[config.mk]
export PLATFORM = sky130hd
export DESIGN_NAME = flci_seq
export DESIGN_NICKNAME = d
export VERILOG_FILES = /design/src/sv/flci_pkg.sv /design/src/sv/flci_seq.sv
export SDC_FILE = /design/constraint.sdc
export NUM_CORES = 1
export LEC_CHECK = 0
export BUFFER_PORTS_ARGS = -buffer_cell sky130_fd_sc_hd__buf_4
export CORE_AREA = 2 2 39 41
export DETAILED_ROUTE_END_ITERATION = 7
export DIE_AREA = 0 0 41 43
export PLACE_DENSITY = 0.49
export SYNTH_ARGS = -nofsm -noshare
export SYNTH_HDL_FRONTEND = slang
export SYNTH_SLANG_ARGS = --single-unit
[constraint.sdc]
create_clock -name clk -period 1.9 [get_ports clk]
set_input_delay 0.19 -clock clk [delete_from_list [all_inputs] [get_ports clk]]
set_output_delay 0.19 -clock clk [all_outputs]
set_load 0.02 [all_outputs]
[src/sv/flci_pkg.sv]
// Shared types, constants and control store for the flash command interface.
package flci_pkg;

	localparam int ADDR_BITS  = 19;
	localparam int ARRAY_SIZE = 1 << ADDR_BITS;

	typedef logic [ADDR_BITS-1:0] addr_t;
	typedef logic [ADDR_BITS:0]   cnt_t;

	localparam logic OP_READ  = 1'b0;
	localparam logic OP_WRITE = 1'b1;

	typedef enum logic [2:0] {
		MODE_IDLE,
		MODE_UNLOCK1,
		MODE_UNLOCK2,
		MODE_PROGRAM,
		MODE_ERASE_SETUP,
		MODE_ERASE_UNLOCK,
		MODE_ERASE
	} mode_t;

	localparam addr_t CMD_ADDR1       = addr_t'(24'h000aaa);
	localparam addr_t CMD_ADDR2       = addr_t'(24'h000555);
	localparam addr_t ERASE_LOW_ADDR  = addr_t'(24'h000000);
	localparam addr_t ERASE_SECT_A    = addr_t'(24'h020000);
	localparam addr_t ERASE_SECT_B    = addr_t'(24'h030000);
	localparam cnt_t  ERASE_LOW_COUNT  = cnt_t'(24'h007fff);
	localparam cnt_t  ERASE_SECT_COUNT = cnt_t'(24'h00ffff);
	localparam cnt_t  FULL_COUNT       = cnt_t'(ARRAY_SIZE);

	localparam logic [7:0] DATA_UNLOCK1 = 8'haa;
	localparam logic [7:0] DATA_UNLOCK2 = 8'h55;
	localparam logic [7:0] DATA_PROGRAM = 8'ha0;
	localparam logic [7:0] DATA_ERASE   = 8'h80;
	localparam logic [7:0] DATA_RESET   = 8'hf0;
	localparam logic [7:0] ERASED_BYTE  = 8'hff;
	localparam logic [7:0] STATUS_ERASE = 8'h80;

	typedef struct packed {
		logic        op;
		logic [7:0]  segment;
		logic [15:0] offset;
		logic [7:0]  write_data;
	} req_t;

	typedef struct packed {
		logic [7:0] read_data;
		logic       unknown_command;
	} rsp_t;

	typedef struct packed {
		mode_t mode_next;
		logic  unknown;
		logic  prog;
		logic  erase;
		addr_t erase_start;
		cnt_t  erase_count;
	} cmd_res_t;

	typedef enum logic [1:0] {
		UPC_INIT,
		UPC_FILL,
		UPC_FETCH,
		UPC_RESP
	} upc_t;

	typedef enum logic [1:0] {
		COND_ALWAYS,
		COND_FILL_DONE,
		COND_ADVANCE,
		COND_ERASE_PEND
	} cond_t;

	typedef struct packed {
		logic  accept;
		logic  fill;
		logic  init_walk;
		logic  load_resp;
		cond_t cond;
		upc_t  tgt_true;
		upc_t  tgt_false;
	} ucode_t;

	typedef struct packed {
		logic fill_done;
		logic advance;
		logic erase_pend;
	} seq_flags_t;

	function automatic ucode_t ucode_rom(upc_t pc);
		ucode_t w;
		w = '{accept: 1'b0, fill: 1'b0, init_walk: 1'b0, load_resp: 1'b0,
			cond: COND_ALWAYS, tgt_true: UPC_FETCH, tgt_false: UPC_FETCH};
		unique case (pc)
			UPC_INIT: begin
				w.init_walk = 1'b1;
				w.cond      = COND_ALWAYS;
				w.tgt_true  = UPC_FILL;
				w.tgt_false = UPC_FILL;
			end
			UPC_FILL: begin
				w.fill      = 1'b1;
				w.cond      = COND_FILL_DONE;
				w.tgt_true  = UPC_FETCH;
				w.tgt_false = UPC_FILL;
			end
			UPC_FETCH: begin
				w.accept    = 1'b1;
				w.cond      = COND_ADVANCE;
				w.tgt_true  = UPC_RESP;
				w.tgt_false = UPC_FETCH;
			end
			UPC_RESP: begin
				w.load_resp = 1'b1;
				w.cond      = COND_ERASE_PEND;
				w.tgt_true  = UPC_FILL;
				w.tgt_false = UPC_FETCH;
			end
		endcase
		return w;
	endfunction

endpackage

[src/sv/flci_seq.sv]
// Microcode sequencer: step counter, control store lookup and conditional jumps.
module flci_seq (
	input  logic                 clk,
	input  logic                 arst_n,
	input  flci_pkg::seq_flags_t flags,
	output flci_pkg::ucode_t     ctrl
);

	flci_pkg::upc_t upc_q;
	logic           cond_met;

	assign ctrl = flci_pkg::ucode_rom(upc_q);

	always_comb begin
		unique case (ctrl.cond)
			flci_pkg::COND_ALWAYS:     cond_met = 1'b1;
			flci_pkg::COND_FILL_DONE:  cond_met = flags.fill_done;
			flci_pkg::COND_ADVANCE:    cond_met = flags.advance;
			flci_pkg::COND_ERASE_PEND: cond_met = flags.erase_pend;
		endcase
	end

	always_ff @(posedge clk or negedge arst_n) begin
		if (!arst_n) begin
			upc_q <= flci_pkg::UPC_INIT;
		end else begin
			upc_q <= cond_met ? ctrl.tgt_true : ctrl.tgt_false;
		end
	end

endmodule

==> impl_metrics.ini <==
[status]
status = finished clean

[clock_tree]
ctsHoldBuffers = 1
path_clk_slew_ns = 0.03
cts_tree = yes
clk_latency_ns = 0.22
cts_resized = 0
numCtsBuffers = 3
clockBufferDepth = 2
clockRootBuffer = clkbuf_4
htreeDepth = 1
clkSinkCount = 2
post_cts_buffers = 0

[drt]
vias_per_cell = 3.73
wirelength_um = 531
drc = 0
num_vias = 209
drt_pass1_iterations = 1
postRouteAntennaNets = 0
wl_per_cell_um = 9.48
drtIter0Drc = 0

[synth]
ys_seq_elements = 2
ys_types = 11
yosysWarnings = 0
syn_avg_cell_area_um2 = 10.1
syn_inst = 23
syn_area_um2 = 231
synth_seq_area_share_pct = 21.6
syn_nets = 36

[place]
io_buffers = 14
dp_hpwl_um = 425
place.gp.congestion = 0.712

[global_routing]
grt_pass1_vias = 210
grt_antenna_before_repair = 0
grt_max_degree = 6
grt_use_total_pct = 7.63
gr-total-overflow = 0
grt_pass1_wl_um = 821

[final_layout]
fillers = 157
reg_top3 = upc_q (2)
syn_to_final_growth_pct = 64.9
antennaDiodeCount = 0
largest_reg_flops = 2
final_common_cell = buf_4
fin_util_pct = 27.6
layout_common_cells = 14 x buf_4, 8 x ha_1, 3 x inv_1, 3 x clkbuf_4
regMostFlops = upc_q
drive_gt1_share_pct = 50.0
final_nets = 55

[min_path]
hold_class = in2async

[floorplanning]
design.die.area_mm2 = 0.00176
rows = 14
core_area_mm2 = 0.00138
num_io_pins = 15
dieHeight_um = 43
dieWidth_um = 41
start_util_pct = 16.7

[worst_setup_path]
critical_path.max_stage_delay_ns = 0.42
cp-start-kind = flip-flop
worst-endpoint-required_ns = 2.00
cp_slowest_cell = dfrtp_1
path_max_fanout = 5
cp_num_buf_inv = 1
crit_path_end_kind = flip-flop
crit_family = compound AO/OA/AOI/OAI gates
critPathArrivalTime_ns = 1.80
critical_path_class = reg2reg
crit_chain = inv_1 -> ha_1 -> a221o_1 -> a21oi_2 -> mux2_1

[flow_run]
drv_cap = 0

[sta]
tns_ns = 0
period_share_pct = 89.4
worst_pin_slew_ns = 0.205
rsz0062_at_grt = no
finalSetupViolCount = 0
post-route-min-period_ns = 1.70
max_freq_ghz = 0.589
relSlewSlack_pct = 86.3
hold_viol_final = 0
skew_ns = 0.00184
slew_viol_final = 0
[synth_stat cells]
master	count	area (um2)
dfrtp_1	2	50.1
o21a_1	1	7.51
o21ai_0	1	5.00
ha_1	8	100
buf_4	1	7.51
a21oi_2	1	8.76
inv_1	3	11.3
nor2_1	2	7.51
or2_2	2	12.5
a221o_1	1	10.0
mux2_1	1	11.3
[kinds of logic after synthesis]
logic type	Yosys count	synth area share (%)
adder cells (fa/ha/maj)	8	43.2
multiplexers	1	4.86
AND/OR/NAND/NOR	4	8.65
AO/OA/AOI/OAI	4	13.5
flip-flops	2	21.6
buffers and inverters	4	8.11
[metal layers]
metal  vias up  wire length, um  track usage [%]
li1        107                -                -
met1        96              194             7.72
met2         6              290             10.0
met3         0               45             4.19
met4         0                0             8.00
met5         -                0                0
[per-stage QoR]
stage	hold WS (ns)	area, um2	setup slack (ns)	instances
global route	0.289	382	0.0889	56
floorplan	-0.106	231	0.257	23
finish	0.279	382	0.201	56
detailed placement	-0.0269	349	0.199	52
global placement	-0.0274	349	0.212	52
CTS	0.270	382	0.194	56
[worst register-to-register path, stage by stage (launching register included)]
cell,delay (ns)
dfrtp_1,0.42
inv_1,0.12
ha_1,0.21
a221o_1,0.37
a21oi_2,0.12
mux2_1,0.33
[cell type report]
cell class                 instances  area (um2)  share of cell area [%]
sequential                         2        50.0                    13.1
multi-input combinational         17         163                    42.6
timing repair buffer              15         115                    30.2
tap                               16        20.0                    5.25
clock buffer                       3        22.5                    5.90
inverter                           3        11.3                    2.95
[worst paths after layout]
check                         start  endpoint  slack [ns]  cells after the start
min reg2reg                upc_q[0]  upc_q[0]        0.90                      3
min                          arst_n  upc_q[1]        0.28                      2
max                        upc_q[0]  upc_q[1]        0.20                      5
max reg2reg                upc_q[0]  upc_q[1]        0.20                      5
min in group clk           flags[2]  upc_q[0]        0.28                      3
max in group asynchronous    arst_n  upc_q[0]        1.53                      2
Power is not shown: default switching activity piles up to over one toggle a cycle in this logic, so the estimate is an artifact.
