==> config.mk <==
export PLATFORM = sky130hd
export DESIGN_NAME = flci_cmd
export DESIGN_NICKNAME = d
export VERILOG_FILES = /design/src/sv/flci_pkg.sv /design/src/sv/flci_cmd.sv
export SDC_FILE = /design/constraint.sdc
export NUM_CORES = 1
export LEC_CHECK = 0
export BUFFER_PORTS_ARGS = -buffer_cell sky130_fd_sc_hd__clkbuf_2
export CAP_MARGIN = 30
export CORE_MARGIN = 2
export CORE_UTILIZATION = 38
export DETAILED_ROUTE_END_ITERATION = 8
export GPL_TIMING_DRIVEN = 1
export PLACE_DENSITY = 0.95
export SYNTH_ARGS = -nofsm -noshare
export SYNTH_HDL_FRONTEND = slang
export SYNTH_SLANG_ARGS = --single-unit
==> constraint.sdc <==
create_clock -name vclk -period 5.3
set_input_delay 0.265 -clock vclk [all_inputs]
set_output_delay 0.265 -clock vclk [all_outputs]
set_load 0.05 [all_outputs]
==> src/sv/flci_pkg.sv <==
// Shared types, constants and control store for the flash command interface.
package flci_pkg;

	localparam int ADDR_BITS  = 19;
	localparam int ARRAY_SIZE = 1 << ADDR_BITS;

	typedef logic [ADDR_BITS-1:0] addr_t;
	typedef logic [ADDR_BITS:0]   cnt_t;

	localparam logic OP_READ  = 1'b0;
	localparam logic OP_WRITE = 1'b1;

	typedef enum logic [2:0] {
		MODE_IDLE,
		MODE_UNLOCK1,
		MODE_UNLOCK2,
		MODE_PROGRAM,
		MODE_ERASE_SETUP,
		MODE_ERASE_UNLOCK,
		MODE_ERASE
	} mode_t;

	localparam addr_t CMD_ADDR1       = addr_t'(24'h000aaa);
	localparam addr_t CMD_ADDR2       = addr_t'(24'h000555);
	localparam addr_t ERASE_LOW_ADDR  = addr_t'(24'h000000);
	localparam addr_t ERASE_SECT_A    = addr_t'(24'h020000);
	localparam addr_t ERASE_SECT_B    = addr_t'(24'h030000);
	localparam cnt_t  ERASE_LOW_COUNT  = cnt_t'(24'h007fff);
	localparam cnt_t  ERASE_SECT_COUNT = cnt_t'(24'h00ffff);
	localparam cnt_t  FULL_COUNT       = cnt_t'(ARRAY_SIZE);

	localparam logic [7:0] DATA_UNLOCK1 = 8'haa;
	localparam logic [7:0] DATA_UNLOCK2 = 8'h55;
	localparam logic [7:0] DATA_PROGRAM = 8'ha0;
	localparam logic [7:0] DATA_ERASE   = 8'h80;
	localparam logic [7:0] DATA_RESET   = 8'hf0;
	localparam logic [7:0] ERASED_BYTE  = 8'hff;
	localparam logic [7:0] STATUS_ERASE = 8'h80;

	typedef struct packed {
		logic        op;
		logic [7:0]  segment;
		logic [15:0] offset;
		logic [7:0]  write_data;
	} req_t;

	typedef struct packed {
		logic [7:0] read_data;
		logic       unknown_command;
	} rsp_t;

	typedef struct packed {
		mode_t mode_next;
		logic  unknown;
		logic  prog;
		logic  erase;
		addr_t erase_start;
		cnt_t  erase_count;
	} cmd_res_t;

	typedef enum logic [1:0] {
		UPC_INIT,
		UPC_FILL,
		UPC_FETCH,
		UPC_RESP
	} upc_t;

	typedef enum logic [1:0] {
		COND_ALWAYS,
		COND_FILL_DONE,
		COND_ADVANCE,
		COND_ERASE_PEND
	} cond_t;

	typedef struct packed {
		logic  accept;
		logic  fill;
		logic  init_walk;
		logic  load_resp;
		cond_t cond;
		upc_t  tgt_true;
		upc_t  tgt_false;
	} ucode_t;

	typedef struct packed {
		logic fill_done;
		logic advance;
		logic erase_pend;
	} seq_flags_t;

	function automatic ucode_t ucode_rom(upc_t pc);
		ucode_t w;
		w = '{accept: 1'b0, fill: 1'b0, init_walk: 1'b0, load_resp: 1'b0,
			cond: COND_ALWAYS, tgt_true: UPC_FETCH, tgt_false: UPC_FETCH};
		unique case (pc)
			UPC_INIT: begin
				w.init_walk = 1'b1;
				w.cond      = COND_ALWAYS;
				w.tgt_true  = UPC_FILL;
				w.tgt_false = UPC_FILL;
			end
			UPC_FILL: begin
				w.fill      = 1'b1;
				w.cond      = COND_FILL_DONE;
				w.tgt_true  = UPC_FETCH;
				w.tgt_false = UPC_FILL;
			end
			UPC_FETCH: begin
				w.accept    = 1'b1;
				w.cond      = COND_ADVANCE;
				w.tgt_true  = UPC_RESP;
				w.tgt_false = UPC_FETCH;
			end
			UPC_RESP: begin
				w.load_resp = 1'b1;
				w.cond      = COND_ERASE_PEND;
				w.tgt_true  = UPC_FILL;
				w.tgt_false = UPC_FETCH;
			end
		endcase
		return w;
	endfunction

endpackage

==> src/sv/flci_cmd.sv <==
// Command sequence decoder: next mode, unknown-command flag, program and erase requests.
module flci_cmd (
	input  flci_pkg::mode_t    mode,
	input  flci_pkg::addr_t    addr,
	input  logic [7:0]         data,
	output flci_pkg::cmd_res_t res
);

	logic matched;

	always_comb begin
		res.mode_next   = mode;
		res.unknown     = 1'b0;
		res.prog        = 1'b0;
		res.erase       = 1'b0;
		res.erase_start = '0;
		res.erase_count = '0;
		matched         = 1'b0;
		unique case (mode)
			flci_pkg::MODE_IDLE: begin
				if (addr == flci_pkg::CMD_ADDR1 && data == flci_pkg::DATA_UNLOCK1) begin
					res.mode_next = flci_pkg::MODE_UNLOCK1;
					matched       = 1'b1;
				end
			end
			flci_pkg::MODE_UNLOCK1: begin
				if (addr == flci_pkg::CMD_ADDR2 && data == flci_pkg::DATA_UNLOCK2) begin
					res.mode_next = flci_pkg::MODE_UNLOCK2;
					matched       = 1'b1;
				end
			end
			flci_pkg::MODE_UNLOCK2: begin
				if (addr == flci_pkg::CMD_ADDR1 && data == flci_pkg::DATA_PROGRAM) begin
					res.mode_next = flci_pkg::MODE_PROGRAM;
					matched       = 1'b1;
				end else if (addr == flci_pkg::CMD_ADDR1 && data == flci_pkg::DATA_ERASE) begin
					res.mode_next = flci_pkg::MODE_ERASE_SETUP;
					matched       = 1'b1;
				end
			end
			flci_pkg::MODE_PROGRAM: begin
				res.prog      = 1'b1;
				res.mode_next = flci_pkg::MODE_IDLE;
				matched       = 1'b1;
			end
			flci_pkg::MODE_ERASE_SETUP: begin
				if (addr == flci_pkg::CMD_ADDR1 && data == flci_pkg::DATA_UNLOCK1) begin
					res.mode_next = flci_pkg::MODE_ERASE_UNLOCK;
					matched       = 1'b1;
				end
			end
			flci_pkg::MODE_ERASE_UNLOCK: begin
				if (addr == flci_pkg::CMD_ADDR2 && data == flci_pkg::DATA_UNLOCK2) begin
					res.mode_next = flci_pkg::MODE_ERASE;
					matched       = 1'b1;
				end
			end
			flci_pkg::MODE_ERASE: begin
				matched = 1'b1;
				if (addr == flci_pkg::ERASE_LOW_ADDR) begin
					res.erase       = 1'b1;
					res.erase_start = flci_pkg::ERASE_LOW_ADDR;
					res.erase_count = flci_pkg::ERASE_LOW_COUNT;
				end else if (addr == flci_pkg::ERASE_SECT_A || addr == flci_pkg::ERASE_SECT_B) begin
					res.erase       = 1'b1;
					res.erase_start = addr;
					res.erase_count = flci_pkg::ERASE_SECT_COUNT;
				end
			end
			default: begin
			end
		endcase
		if (!matched) begin
			if (data == flci_pkg::DATA_RESET) begin
				res.mode_next = flci_pkg::MODE_IDLE;
			end else begin
				res.unknown = 1'b1;
			end
		end
	end

endmodule

==> flow_metrics.py, run 1 <==
metrics = {
    "run_status": {
        "outcome": "finished, final reports clean",
    },
    "synthesis": {
        "synthAdderAreaFrac_pct": 0,
        "synthTopCellsByArea": "buf_4 (43%), nor4_1 (7.0%), nand2_1 (4.2%)",
        "synthSimpleGateAreaFrac_pct": 39.6,
        "synth_mux_area_share_pct": 0,
        "synth_top_family_by_area": "buffers and inverters",
        "synth_cell_types": 31,
        "avgSynthCellArea_um2": 6.70,
        "yosysTopAreaCell": "buf_4",
        "netlist_instances": 93,
        "synth_seq_area_share_pct": 0,
        "synthTopCellsByCount": "buf_4 (36), nand2_1 (7), nor4_1 (7)",
        "yosys.cell_count.top_type": "buf_4",
        "synthesis.area_um2": 623,
        "synth_compound_area_share_pct": 13.3,
        "ys_warn_count": 0,
        "synth_xor_area_share_pct": 1.41,
        "synth_top_area_share_pct": 43.4,
    },
    "sta": {
        "rsz0062_at_grt": "no",
        "final_max_slew_viol_count": 0,
        "finalSetupViolCount": 0,
        "tightestPinTransition_ns": 0.739,
        "hold_violations": 0,
        "slew-limit-headroom_pct": 50.3,
        "fin_crit_ns": 2.43,
        "finalWorstSetupSlack_ns": 2.87,
        "fmax_mhz": 412,
        "tns_ns": 0,
        "finalCritPeriodShare_pct": 45.8,
    },
    "route": {
        "drt_drc_violations_left": 0,
        "drt_first_pass_iters": 4,
        "wl_per_cell_um": 10.8,
        "num_vias": 750,
        "drt_iter0_drc": 25,
        "viasPerCell": 5.07,
        "drtAntennaViolNets": 0,
        "routed_wirelength_um": 1600,
    },
    "power_and_ir_drop": {
        "powerDensity_mw_per_mm2": 98.5,
        "p_leak_uw": 0.000415,
        "ir_drop_mv": 0.0548,
        "finalPower_uw": 72.1,
    },
    "final_layout": {
        "area_growth_pct": 17.5,
        "final_nets": 164,
        "seq_area_um2": 0,
        "clockBufferCount": 0,
        "drive_above_1_share_pct": 44.7,
        "seq_cell_count": 0,
        "n_antenna_cell": 0,
    },
    "critical_path": {
        "worstPathMaxFanout": 11,
        "cp-start-kind": "primary input",
        "end_kind": "output port",
        "crit_type": "in2out",
        "cp_data_required_time_ns": 5.04,
        "cp_data_arrival_time_ns": 2.16,
    },
    "cts": {
        "post_cts_buffers": 0,
        "holdBufCountCts": 0,
        "cts_resized": 0,
    },
    "placed_design": {
        "gp_congestion": 0.870,
        "dp_slack_ns": 2.86,
        "dpl.hpwl_um": 1430,
        "port_buffers": 54,
    },
    "floorplanning": {
        "io_pins": 75,
        "rows": 14,
        "die_x_um": 44.5,
        "start_util_pct": 40.9,
        "coreArea_mm2": 0.00152,
        "die_h_um": 44.5,
        "dieArea_mm2": 0.00198,
    },
    "global_route": {
        "overflow": 0,
        "grt_max_degree": 12,
        "grt_first_pass_wirelength_um": 2590,
        "grtUsageTotal_pct": 16.5,
        "grt_pass1_vias": 600,
        "antenna_found_initial": 0,
    },
    "run": {
        "drv_cap": 0,
    },
    "min_path": {
        "holdPathStages": 3,
        "hold_class": "in2out",
    },
}
[routing by layer]
layer	global-route usage (%)	part of all wire, %
met4	0	0
met5	0	0
met1	20.0	40
met3	0.408	9.6
met2	33.3	51
[per-stage QoR]
stage	hold WS (ns)	instance area (µm²)	instances	utilization, %
floorplan	0.800	699	113	-
global placement	0.990	724	147	47.5
detailed placement	0.978	732	148	48.0
CTS	0.979	732	148	48.0
global route	1.01	732	148	48.0
finish	0.973	732	148	48.0
[worst max-delay path, cell delays in order]
cell and delay, ns:
clkbuf_2 0.09, nor4_1 0.37, nand4b_1 0.28, a2111oi_2 0.61, buf_4 0.26, clkbuf_2 0.28
[where the power goes]
| part | internal, µW | total, µW | switching, µW | leakage [µW] |
|---|---|---|---|---|
| logic | 15.4 | 72.1 | 56.7 | 0.000415 |
| registers | 0 | 0 | 0 | 0 |
| clock network | 0 | 0 | 0 | 0 |
| total | 15.4 | 72.1 | 56.7 | 0.000415 |
[placed cells by master, fill, tap and decap left out]
cell | synthesis | final
or3_1 | 2 | 2
a221o_1 | 1 | 1
and2_1 | 1 | 1
and3_1 | 1 | 1
nand4bb_1 | 1 | 1
a21o_1 | 2 | 2
nand2b_1 | 1 | 1
nor4bb_1 | 1 | 1
buf_4 | 36 | 1
clkbuf_2 | 0 | 54
a31oi_1 | 2 | 2
xor2_1 | 1 | 1
nor4_1 | 7 | 7
inv_1 | 3 | 3
or4b_2 | 1 | 1
a2111oi_2 | 0 | 1
nand4b_1 | 2 | 2
a31o_2 | 1 | 1
o22ai_1 | 1 | 1
nand4_1 | 3 | 3
a211oi_1 | 1 | 1
nor3_1 | 3 | 3
or4_2 | 1 | 1
nor2b_1 | 1 | 1
or4_1 | 2 | 2
nand3_1 | 1 | 1
nand2_1 | 7 | 7
conb_1 | 1 | 21
and4_1 | 1 | 1
o41ai_1 | 1 | 1
o21ai_0 | 1 | 1
nor2_1 | 5 | 5
[final timing paths]
kind	startpoint	to	slack (ns)
worst max-delay path	addr[12]	res[14]	2.87
worst min-delay path	addr[16]	res[0]	0.97
[final cells by class]
cell class | count | area, µm²
Inverter | 3 | 11.3
Timing Repair Buffer | 55 | 278
Fill cell | 168 | 792
Tap cell | 16 | 20.0
Multi-Input combinational cell | 74 | 423
[kinds of logic after synthesis]
family / Yosys count
compound gates: 11
xor+xnor: 1
buf+inv: 39
other cells: 1
simple gates: 41
Power figures use the tool's default switching activity.
==> inputs of run 2 (changes only) <==
--- a/config.mk
+++ b/config.mk
@@ -5,13 +5,15 @@
 export SDC_FILE = /design/constraint.sdc
 export NUM_CORES = 1
 export LEC_CHECK = 0
+export ABC_AREA = 1
 export BUFFER_PORTS_ARGS = -buffer_cell sky130_fd_sc_hd__clkbuf_2
 export CAP_MARGIN = 30
+export CORE_ASPECT_RATIO = 1.4
 export CORE_MARGIN = 2
 export CORE_UTILIZATION = 38
 export DETAILED_ROUTE_END_ITERATION = 8
 export GPL_TIMING_DRIVEN = 1
-export PLACE_DENSITY = 0.95
+export PLACE_DENSITY = 0.92
 export SYNTH_ARGS = -nofsm -noshare
 export SYNTH_HDL_FRONTEND = slang
 export SYNTH_SLANG_ARGS = --single-unit
==> constraint.sdc (replaced) <==
create_clock -name vclk -period 2.1
set_input_delay 0.105 -clock vclk [all_inputs]
set_output_delay 0.105 -clock vclk [all_outputs]
set_load 0.05 [all_outputs]
==> run 2 against run 1 <==
Effect of this change:
- critical path depth grew 1
- power rose to 3.1 times the previous value
- first-iteration DRC count decreased by 72%
- count of clock-buffer cells in the layout is the same
- setup slack got worse by 2.5 ns
- critical endpoint is now res[9]
- largest cell class unchanged
==> flow_metrics.py, run 2 <==
metrics = {
    "run_status": {
        "outcome": "finished, final reports clean",
    },
    "power_and_ir_drop": {
        "internal_power_uw": 47.7,
        "p_clk_share_pct": 0,
        "p_leak_uw": 0.000674,
        "comb_power_share_pct": 100.0,
        "powerDensity_mw_per_mm2": 203,
        "switchingPower_uw": 172,
        "finalPower_uw": 220,
        "ir_drop_mv": 0.108,
        "swShare_pct": 78.3,
        "seq_power_share_pct": 0,
    },
    "sta": {
        "tightestPinTransition_ns": 0.506,
        "finalSetupViolCount": 0,
        "hold_violations": 0,
        "tns_ns": 0,
        "rsz0062_at_grt": "no",
        "holdWs_ns": 0.657,
        "finalWorstSetupSlack_ns": 0.393,
        "fmax_mhz": 586,
        "slew-limit-headroom_pct": 66.2,
        "fin_crit_ns": 1.71,
        "final_max_slew_viol_count": 0,
        "finalCritPeriodShare_pct": 81.3,
    },
    "floorplanning": {
        "coreArea_mm2": 0.00239,
        "die_x_um": 46.5,
        "io_pins": 75,
        "die_h_um": 63.5,
        "start_util_pct": 40.1,
        "rows": 21,
        "dieArea_mm2": 0.00295,
    },
    "cts": {
        "holdBufCountCts": 0,
        "cts_resized": 0,
        "post_cts_buffers": 0,
    },
    "final_layout": {
        "drive_above_1_share_pct": 40.2,
        "n_antenna_cell": 0,
        "seq_cell_count": 0,
        "final_nets": 246,
        "area_growth_pct": 12.8,
        "clockBufferCount": 0,
        "final_common_cell": "clkbuf_2",
        "seq_area_um2": 0,
        "mostFrequentLayoutCells": "clkbuf_2 (54), nand2_1 (37), inv_1 (25), nor2_1 (22), conb_1 (21)",
        "final-instance-count-excl-fill": 248,
        "nFillCells": 275,
    },
    "min_path": {
        "hold_class": "in2out",
    },
    "critical_path": {
        "startpoint": "addr[7]",
        "end_kind": "output port",
        "crit_path_end": "res[9]",
        "worstPathMaxFanout": 16,
        "cp_data_required_time_ns": 2.00,
        "cp-start-kind": "primary input",
        "crit_type": "in2out",
        "cp_data_arrival_time_ns": 1.60,
    },
    "global_route": {
        "grtUsageTotal_pct": 13.1,
        "grt_first_pass_wirelength_um": 3150,
        "grt_max_degree": 17,
        "antenna_found_initial": 0,
        "grt_pass1_vias": 878,
        "overflow": 0,
    },
    "route": {
        "routed_wirelength_um": 1910,
        "viasPerCell": 4.19,
        "drt_first_pass_iters": 4,
        "drtAntennaViolNets": 0,
        "num_vias": 1039,
        "drt_drc_violations_left": 0,
        "wl_per_cell_um": 7.71,
        "drt_iter0_drc": 7,
    },
    "synthesis": {
        "synth_cell_types": 25,
        "avgSynthCellArea_um2": 5.42,
        "synthesis.area_um2": 960,
        "netlist_instances": 177,
        "synth_seq_area_share_pct": 0,
        "ys_warn_count": 0,
        "synthTopCellsByArea": "buf_4 (29%), nand2_1 (14%), inv_1 (9.8%)",
        "synth_top_area_share_pct": 28.9,
        "synthTopCellsByCount": "buf_4 (37), nand2_1 (37), inv_1 (25)",
        "yosysTopAreaCell": "buf_4",
    },
    "placed_design": {
        "gp_congestion": 0.912,
        "dpl.hpwl_um": 1800,
        "placedCellCount": 248,
        "dp_slack_ns": 0.365,
        "port_buffers": 54,
    },
    "run": {
        "drv_cap": 0,
    },
}
==> run 2: changes by cell type after synthesis, sizes merged, moves of 2 or more <==
cell,delta
a21o,-2
a21oi,+2
a31oi,-2
inv,+29
nand2,+39
nand3,+9
nand4b,-2
nor2,+27
nor3,+3
nor4,-6
or3,-2
or4,-3
==> run 2: power groups by stage <==
stage               Sequential [µW]  Combinational [µW]  Clock [µW]
finish                            0                 220           0
detailed placement                0                 220           0
CTS                               0                 221           0
floorplan                         0                 199           0
global placement                  0                 218           0
global route                      0                 238           0
==> run 2: metrics by stage <==
stage	utilization [%]	cell area, µm²
detailed placement	45.3	1080
CTS	45.3	1080
global placement	45.3	1080
floorplan	-	1050
global route	45.3	1080
finish	45.3	1080
==> run 2: layout make-up <==
cell class / count / area, µm² / area share, %
multi-input combinational: 127 / 646 / 59.7
tap: 34 / 42.5 / 3.93
timing repair buffer: 54 / 270 / 25.0
inverter: 33 / 124 / 11.4
==> run 2: cell families (layout without fill, tap and decap cells) <==
kind of cell | count (synthesis) | count (layout) | share of synthesized area, %
AOI/OAI and AO/OA | 6 | 6 | 3.91
buffers and inverters | 70 | 87 | 41.9
other | 1 | 21 | 0.391
and+or+nand+nor | 100 | 100 | 53.8
==> run 2: per-layer routing <==
metal  track usage [%]  vias up  routed length (µm)
li1                  -      550                   -
met1              14.7      435                 729
met2              26.7       54                 999
met3                 0        0                 183
met4                 0        0                   0
met5                 0        -                   0
==> run 2: worst min path at each step <==
stage | startpoint | endpoint | slack [ns] | depth (start not counted)
floorplan | mode[2] | res[40] | 0.39 | 1
global placement | mode[0] | res[40] | 0.65 | 4
detailed placement | mode[2] | res[40] | 0.65 | 3
CTS | mode[2] | res[40] | 0.65 | 3
global route | mode[2] | res[40] | 0.69 | 3
finish | mode[2] | res[40] | 0.66 | 3
==> run 2: critical path, cell delays in order <==
cell and delay [ns]:
clkbuf_2 0.09, inv_1 0.06, nand4_1 0.15, nor3_1 0.17, nand3_1 0.19, a211oi_4 0.47
clkbuf_2 0.37
